===== src/design/skpi_pkg.sv =====
// Shared types and constants of the sorted key position index.
// Used by the RAM-backed datapath, the controller and the top level.
`timescale 1ns / 1ps
package skpi_pkg;
  localparam int unsigned TableDepth = 64;
  localparam int unsigned AddrW = 6;
  localparam int unsigned CntW = 7;
  localparam int unsigned KeyW = 62;
  localparam int unsigned EntryW = KeyW + AddrW;

  localparam logic [1:0] ACT_INSERT = 2'd0;
  localparam logic [1:0] ACT_DELETE = 2'd1;
  localparam logic [1:0] ACT_MOVE = 2'd2;
  localparam logic [1:0] ACT_LOOKUP = 2'd3;

  localparam logic [1:0] ST_OK = 2'd0;
  localparam logic [1:0] ST_BAD_INDEX = 2'd1;
  localparam logic [1:0] ST_FULL = 2'd2;
  localparam logic [1:0] ST_NOT_FOUND = 2'd3;

  typedef struct packed {
    logic [1:0] action;
    logic [KeyW-1:0] item_key;
    logic [AddrW-1:0] list_position;
    logic [AddrW-1:0] target_position;
  } in_item_t;

  typedef struct packed {
    logic [1:0] status;
    logic key_found;
    logic [CntW-1:0] key_rank;
    logic [AddrW-1:0] found_position;
    logic [CntW-1:0] entry_count;
  } out_item_t;

  typedef struct packed {
    logic load;
    logic srch_rd;
    logic srch_upd;
    logic sweep;
    logic place;
    logic look_rd;
    logic look_cmp;
    logic finish;
  } dp_cmd_t;

  typedef struct packed {
    logic [1:0] action;
    logic err;
    logic srch_done;
    logic look_hit;
    logic sweep_done;
  } dp_sts_t;
endpackage


===== src/design/skpi_ctrl.sv =====
// Controller state machine sequencing check, search, sweep, place, lookup and result.
// Depends on skpi_pkg.
`timescale 1ns / 1ps
module skpi_ctrl (
  input  logic              clk,
  input  logic              rst_n,
  input  logic              start,
  output logic              busy,
  input  skpi_pkg::dp_sts_t sts,
  output skpi_pkg::dp_cmd_t cmd
);
  localparam logic [3:0] S_IDLE = 4'd0;
  localparam logic [3:0] S_CHECK = 4'd1;
  localparam logic [3:0] S_SRCH = 4'd2;
  localparam logic [3:0] S_SCMP = 4'd3;
  localparam logic [3:0] S_SWEEP = 4'd4;
  localparam logic [3:0] S_PLACE = 4'd5;
  localparam logic [3:0] S_LOOK = 4'd6;
  localparam logic [3:0] S_LCMP = 4'd7;
  localparam logic [3:0] S_FINISH = 4'd8;

  logic [3:0] state_r, state_nxt;

  always_comb begin
    state_nxt = state_r;
    cmd = '0;
    unique case (state_r)
      S_IDLE: begin
        if (start) begin
          cmd.load = 1'b1;
          state_nxt = S_CHECK;
        end
      end
      S_CHECK: begin
        if (sts.err) state_nxt = S_FINISH;
        else if (sts.action == skpi_pkg::ACT_INSERT || sts.action == skpi_pkg::ACT_LOOKUP)
          state_nxt = S_SRCH;
        else state_nxt = S_SWEEP;
      end
      S_SRCH: begin
        if (!sts.srch_done) begin
          cmd.srch_rd = 1'b1;
          state_nxt = S_SCMP;
        end else if (sts.action == skpi_pkg::ACT_INSERT) state_nxt = S_SWEEP;
        else state_nxt = S_LOOK;
      end
      S_SCMP: begin
        cmd.srch_upd = 1'b1;
        state_nxt = S_SRCH;
      end
      S_SWEEP: begin
        cmd.sweep = 1'b1;
        if (sts.sweep_done) begin
          state_nxt = (sts.action == skpi_pkg::ACT_INSERT) ? S_PLACE : S_FINISH;
        end
      end
      S_PLACE: begin
        cmd.place = 1'b1;
        state_nxt = S_FINISH;
      end
      S_LOOK: begin
        cmd.look_rd = 1'b1;
        state_nxt = sts.look_hit ? S_LCMP : S_FINISH;
      end
      S_LCMP: begin
        cmd.look_cmp = 1'b1;
        state_nxt = S_FINISH;
      end
      S_FINISH: begin
        cmd.finish = 1'b1;
        state_nxt = S_IDLE;
      end
      default: state_nxt = S_IDLE;
    endcase
  end

  always_ff @(posedge clk) begin
    if (!rst_n) state_r <= S_IDLE;
    else state_r <= state_nxt;
  end

  assign busy = (state_r != S_IDLE);
endmodule


===== config.mk =====
export PLATFORM = sky130hd
export DESIGN_NAME = skpi_ctrl
export DESIGN_NICKNAME = d
export VERILOG_FILES = /design/src/design/skpi_pkg.sv /design/src/design/skpi_ctrl.sv
export SDC_FILE = /design/constraint.sdc
export NUM_CORES = 1
export LEC_CHECK = 0
export ABC_CLOCK_PERIOD_IN_PS = 2300
export BUFFER_PORTS_ARGS = -buffer_cell sky130_fd_sc_hd__buf_2
export CORE_AREA = 2 2 39 41
export DETAILED_ROUTE_END_ITERATION = 8
export DIE_AREA = 0 0 41 43
export HOLD_SLACK_MARGIN = 0.08
export PLACE_DENSITY = 0.63
export SETUP_SLACK_MARGIN = 0.4
export SYNTH_ARGS = -nofsm -noshare
export SYNTH_HDL_FRONTEND = slang
export SYNTH_SLANG_ARGS = --single-unit

===== constraint.sdc =====
create_clock -name clk -period 2.3 [get_ports clk]
set_clock_uncertainty 0.05 [all_clocks]
set_input_delay 0.115 -clock clk [delete_from_list [all_inputs] [get_ports clk]]
set_output_delay 0.115 -clock clk [all_outputs]
set_load 0.02 [all_outputs]

==> metrics.sh <==
DIE_HEIGHT_UM=43
INTERNAL_POWER_W=0.000166
PLACEMENTROWS=14
CRIT_PATH_MAX_INCR_DELAY_NS=0.53
POWER_DENSITY_nW_PER_UM2=505
PRE_CTS_SLACK_NS=0.884
CRIT_FAMILY='flip-flops'
DRCVIOLATIONCOUNT=0
DP.FINAL_HPWL_UM=725
GRT_REMAINING_OVERFLOW=0
IRDROPWORSTVDD_uV=171
FINAL_HOLD_VIOL_COUNT=0
PWR-SHARE-CLK_PCT=35.2
ANTENNA_CELLS_INSERTED=0
SYNTHESIS.INSTANCES=51
CTS_SETUP_BUFFERS=0
POST_CTS_RESIZED=0
NUMBER_OF_DISTINCT_LIBRARY_CELL_VARIANTS_IN_THE_GATE_LEVEL_NETLIST_AFTER_SYNTHESIS=27
MUXSHAREOFSYNTHAREA_PCT=7.99
WL_PER_CELL_UM=10.8
SETUP_VIOL=0
MIN_PATH_TYPE='input pin to register'
HOLDBUFCOUNTCTS=0
MAX_FREQ_MHz=620
CLOCK_PERIOD_MINUS_WORST_SLACK_NS=1.61
MULTIINPUTGATEAREA_UM2=259
FIN_NETS=79
POWER.SWITCHING_FRACTION_PCT=33.3
INITIAL_DRC_COUNT=7
TRACK_USAGE_PCT=12.5
YOSYS_REGISTER_BITS=4
POSTPLACECELLAREA_UM2=470
CTSROOTBUFFERMASTER='clkbuf_4'
CTSLONGESTPATHBUFFERS=2
LARGEST_NET_DEGREE_AT_THE_START_OF_GLOBAL_ROUTING=12
FINAL_SETUP_MARGIN_NS=0.687
GLOBAL_ROUTE.USAGE.MET3_PCT=1.57
RSZ0062_AT_GRT='no'
HOLD_PATH.STARTPOINT='sts[3]'
POST_SYNTH.CELL_AREA_AVG_UM2=7.68
SYNTH_SEQ_AREA_SHARE_PCT=20.4
SYNTHESIS.YOSYS.WARNINGS=0
DATA_ARRIVAL_TIME_OF_THE_CRITICAL_PATH_NS=1.45
FF_LATCH_AREA_UM2=80.1
FINAL.PERIOD_UTILIZATION_PCT=70.1
TRITONCTS='done'
GPL.FINAL_WEIGHTED_CONGESTION=0.760
POST-ROUTE-UTIL_PCT=35.6
IO_BUFFERS=17
LARGEST_REGISTER='state_r'
CORE_AREA_UM2=1380
WORSTPATHCELLLIST='nor4b_1 -> and2_1 -> buf_2'
HOLD-WORST-SLACK_NS=0.102
FIRSTDRTPASSITERS=4
INITIAL_UTILIZATION_PCT=28.3
STATUS='finished clean'
POSTSYNTHNETCOUNT=61
DETAILROUTE.VIA_COUNT=414
CLKTRANSATPATHREGS_NS=0.03
DIE_W_UM=41
CTS-BUFFERS-INSERTED=3
DIEAREA_UM2=1760
SEQ_POWER_SHARE_PCT=34.9
POWER.SHARE.COMBINATIONAL_PCT=29.9
HTREE_LEVELS=1
REGTOREGSETUPSLACK_NS=0.86
SYNTHESIS_TO_LAYOUT_AREA_GROWTH_PCT=25.9
SYNTHXORXNORAREAFRAC_PCT=0
GLOBALROUTE.BUSIESTLAYER='met2'
FIN_AREA_UM2=493
STATIC-LEAKAGE-POWER_nW=0.242
WORSTPATHBUFFERINVERTERCOUNT=1
REG_TOP3='state_r (4)'
FINAL.SETUP.TNS_NS=0
GRTUSAGEMET1_PCT=13.5
VIA_PER_INST=4.99
MOST-COMMON-LAYOUT-CELLS='buf_2, inv_1, nor2_1'
WORST-SETUP-PATH-TYPE='register to output pin'
M2_GR_USAGE_PCT=20.0
CPMAXSTAGEDELAYCELL='dfxtp_1'
TRITONCTS_NUM_SINKS=4
DESIGN.PORTCOUNT=18
LARGEST_REGISTER_FF_COUNT=4
FINAL_COMMON_CELL='buf_2'
REG2REGPATHDEPTH=3
WIRE_LENGTH_OF_THE_FIRST_GLOBAL_ROUTING_PASS_UM=1480
INSERTION_DELAY_NS=0.24
SYNTH_AREA_UM2=392
ANTENNA_FOUND_INITIAL=0
NET_LOAD_SWITCHING_POWER_W=0.0000829
COMPLEX_GATE_FRACTION_OF_THE_SYNTHESIZED_AREA_PCT=19.2
SYNTH_SIMPLE_GATE_AREA_SHARE_PCT=35.8
SYNTH-ADDER-AREA-SHARE_PCT=3.19
MIN_PATH_CELLS=3
ANTENNA_NETS_POST_ROUTE=0
WORSTSETUPENDPOINTTYPE='output pin'
R2R_END='state_r[2]$_SDFFE_PN0P_'
R2R-START='state_r[1]$_SDFFE_PN0P_'
SYNTH_TOP_FAMILY_BY_AREA='simple AND/OR/NAND/NOR gates'
FILLER_INSTANCES=153
WORSTPATHREQUIRED_NS=2.13
ROUTE.FINAL.WIRE_LENGTH_UM=894
CRITPATHLAUNCHTYPE='register'
FINAL_LAYOUT_SIZE_SUFFIX_GT1_SHARE_PCT=35.8
DRV_CAP=0
DRV_SLEW=0
PATH_MAX_FANOUT=11
WORST_HOLD_PATH.ENDPOINT='state_r[3]$_SDFFE_PN0P_'
PIN_SLEW_WITH_THE_LEAST_HEADROOM_TO_ITS_LIMIT_NS=0.371
FIRST_GLOBAL_VIAS=397
SLEW-LIMIT-HEADROOM_PCT=75.2
==> power groups by stage <==
stage          clock [W]  combinational (W)  sequential (W)
3_3_place_gp           0          0.0000740       0.0000877
6_report       0.0000877          0.0000743       0.0000869
2_1_floorplan          0          0.0000649       0.0000768
5_1_grt        0.0000977          0.0000828       0.0000885
4_1_cts        0.0000913          0.0000748       0.0000867
3_5_place_dp           0          0.0000744       0.0000879
==> Yosys cell counts <==
| cell type | number | area share, % |
|---|---|---|
| buf_6 | 1 | 2.9 |
| a31oi_1 | 1 | 1.6 |
| dfxtp_1 | 4 | 20 |
| inv_1 | 7 | 6.7 |
| nor2b_1 | 1 | 1.6 |
| nor3_1 | 4 | 5.1 |
| nor4b_2 | 1 | 3.8 |
| nand2_1 | 4 | 3.8 |
| a311o_1 | 1 | 2.6 |
| mux2_2 | 1 | 2.9 |
| a2111oi_2 | 1 | 3.8 |
| clkbuf_2 | 1 | 1.3 |
| mux2i_1 | 2 | 5.1 |
| and3_1 | 1 | 1.6 |
| a21oi_1 | 2 | 2.6 |
| a32oi_1 | 2 | 4.5 |
| ha_1 | 1 | 3.2 |
| nand4b_1 | 1 | 2.2 |
| nor4b_1 | 1 | 2.2 |
| a211o_1 | 1 | 2.2 |
| nand3b_1 | 2 | 3.8 |
| and4bb_2 | 1 | 3.2 |
| a21o_1 | 1 | 1.9 |
| nor2_1 | 5 | 4.8 |
| or2b_1 | 1 | 1.9 |
| and2_1 | 1 | 1.6 |
| buf_2 | 2 | 2.6 |
==> area by class of cell <==
class                   count  area share (%)
inverters                   7            5.33
multi-input cells          36            52.5
flip-flops and latches      4            16.2
clock buffers               3            4.57
repair buffers             17            17.3
well taps                  16            4.06
==> worst register-to-register path, stage by stage, from the launching register on <==
cell	delay (ns)
dfxtp_1	0.53
mux2_2	0.40
a32oi_1	0.24
a31oi_1	0.11
==> per-layer routing <==
metal	share of wire (%)	vias to the layer above
li1	-	216
met1	41	184
met2	51	11
met3	4.1	3
met4	3.0	0
met5	0	-
==> cell families after synthesis <==
family | Yosys count
AND/OR/NAND/NOR | 23
buffers and inverters | 11
AO/OA/AOI/OAI | 9
flip-flops | 4
multiplexers | 3
adder cells (fa/ha/maj) | 1
==> per-stage QoR <==
step | power [W] | std cells
floorplan | 0.000142 | 51
CTS | 0.000253 | 83
detailed placement | 0.000162 | 80
global placement | 0.000162 | 80
global route | 0.000269 | 83
finish | 0.000249 | 83
==> worst max-delay path by stage <==
stage / startpoint / to / slack (ns) / depth (start not counted)
2_1_floorplan: state_r[0]$_SDFFE_PN0P_ / cmd[7] / 0.96 / 4
3_3_place_gp: state_r[1]$_SDFFE_PN0P_ / state_r[2]$_SDFFE_PN0P_ / 0.88 / 3
3_5_place_dp: state_r[1]$_SDFFE_PN0P_ / state_r[2]$_SDFFE_PN0P_ / 0.88 / 3
4_1_cts: state_r[1]$_SDFFE_PN0P_ / cmd[6] / 0.69 / 3
5_1_grt: state_r[1]$_SDFFE_PN0P_ / cmd[6] / 0.51 / 3
6_report: state_r[1]$_SDFFE_PN0P_ / cmd[6] / 0.69 / 3
Note: power is estimated with default switching activity, not from simulation.
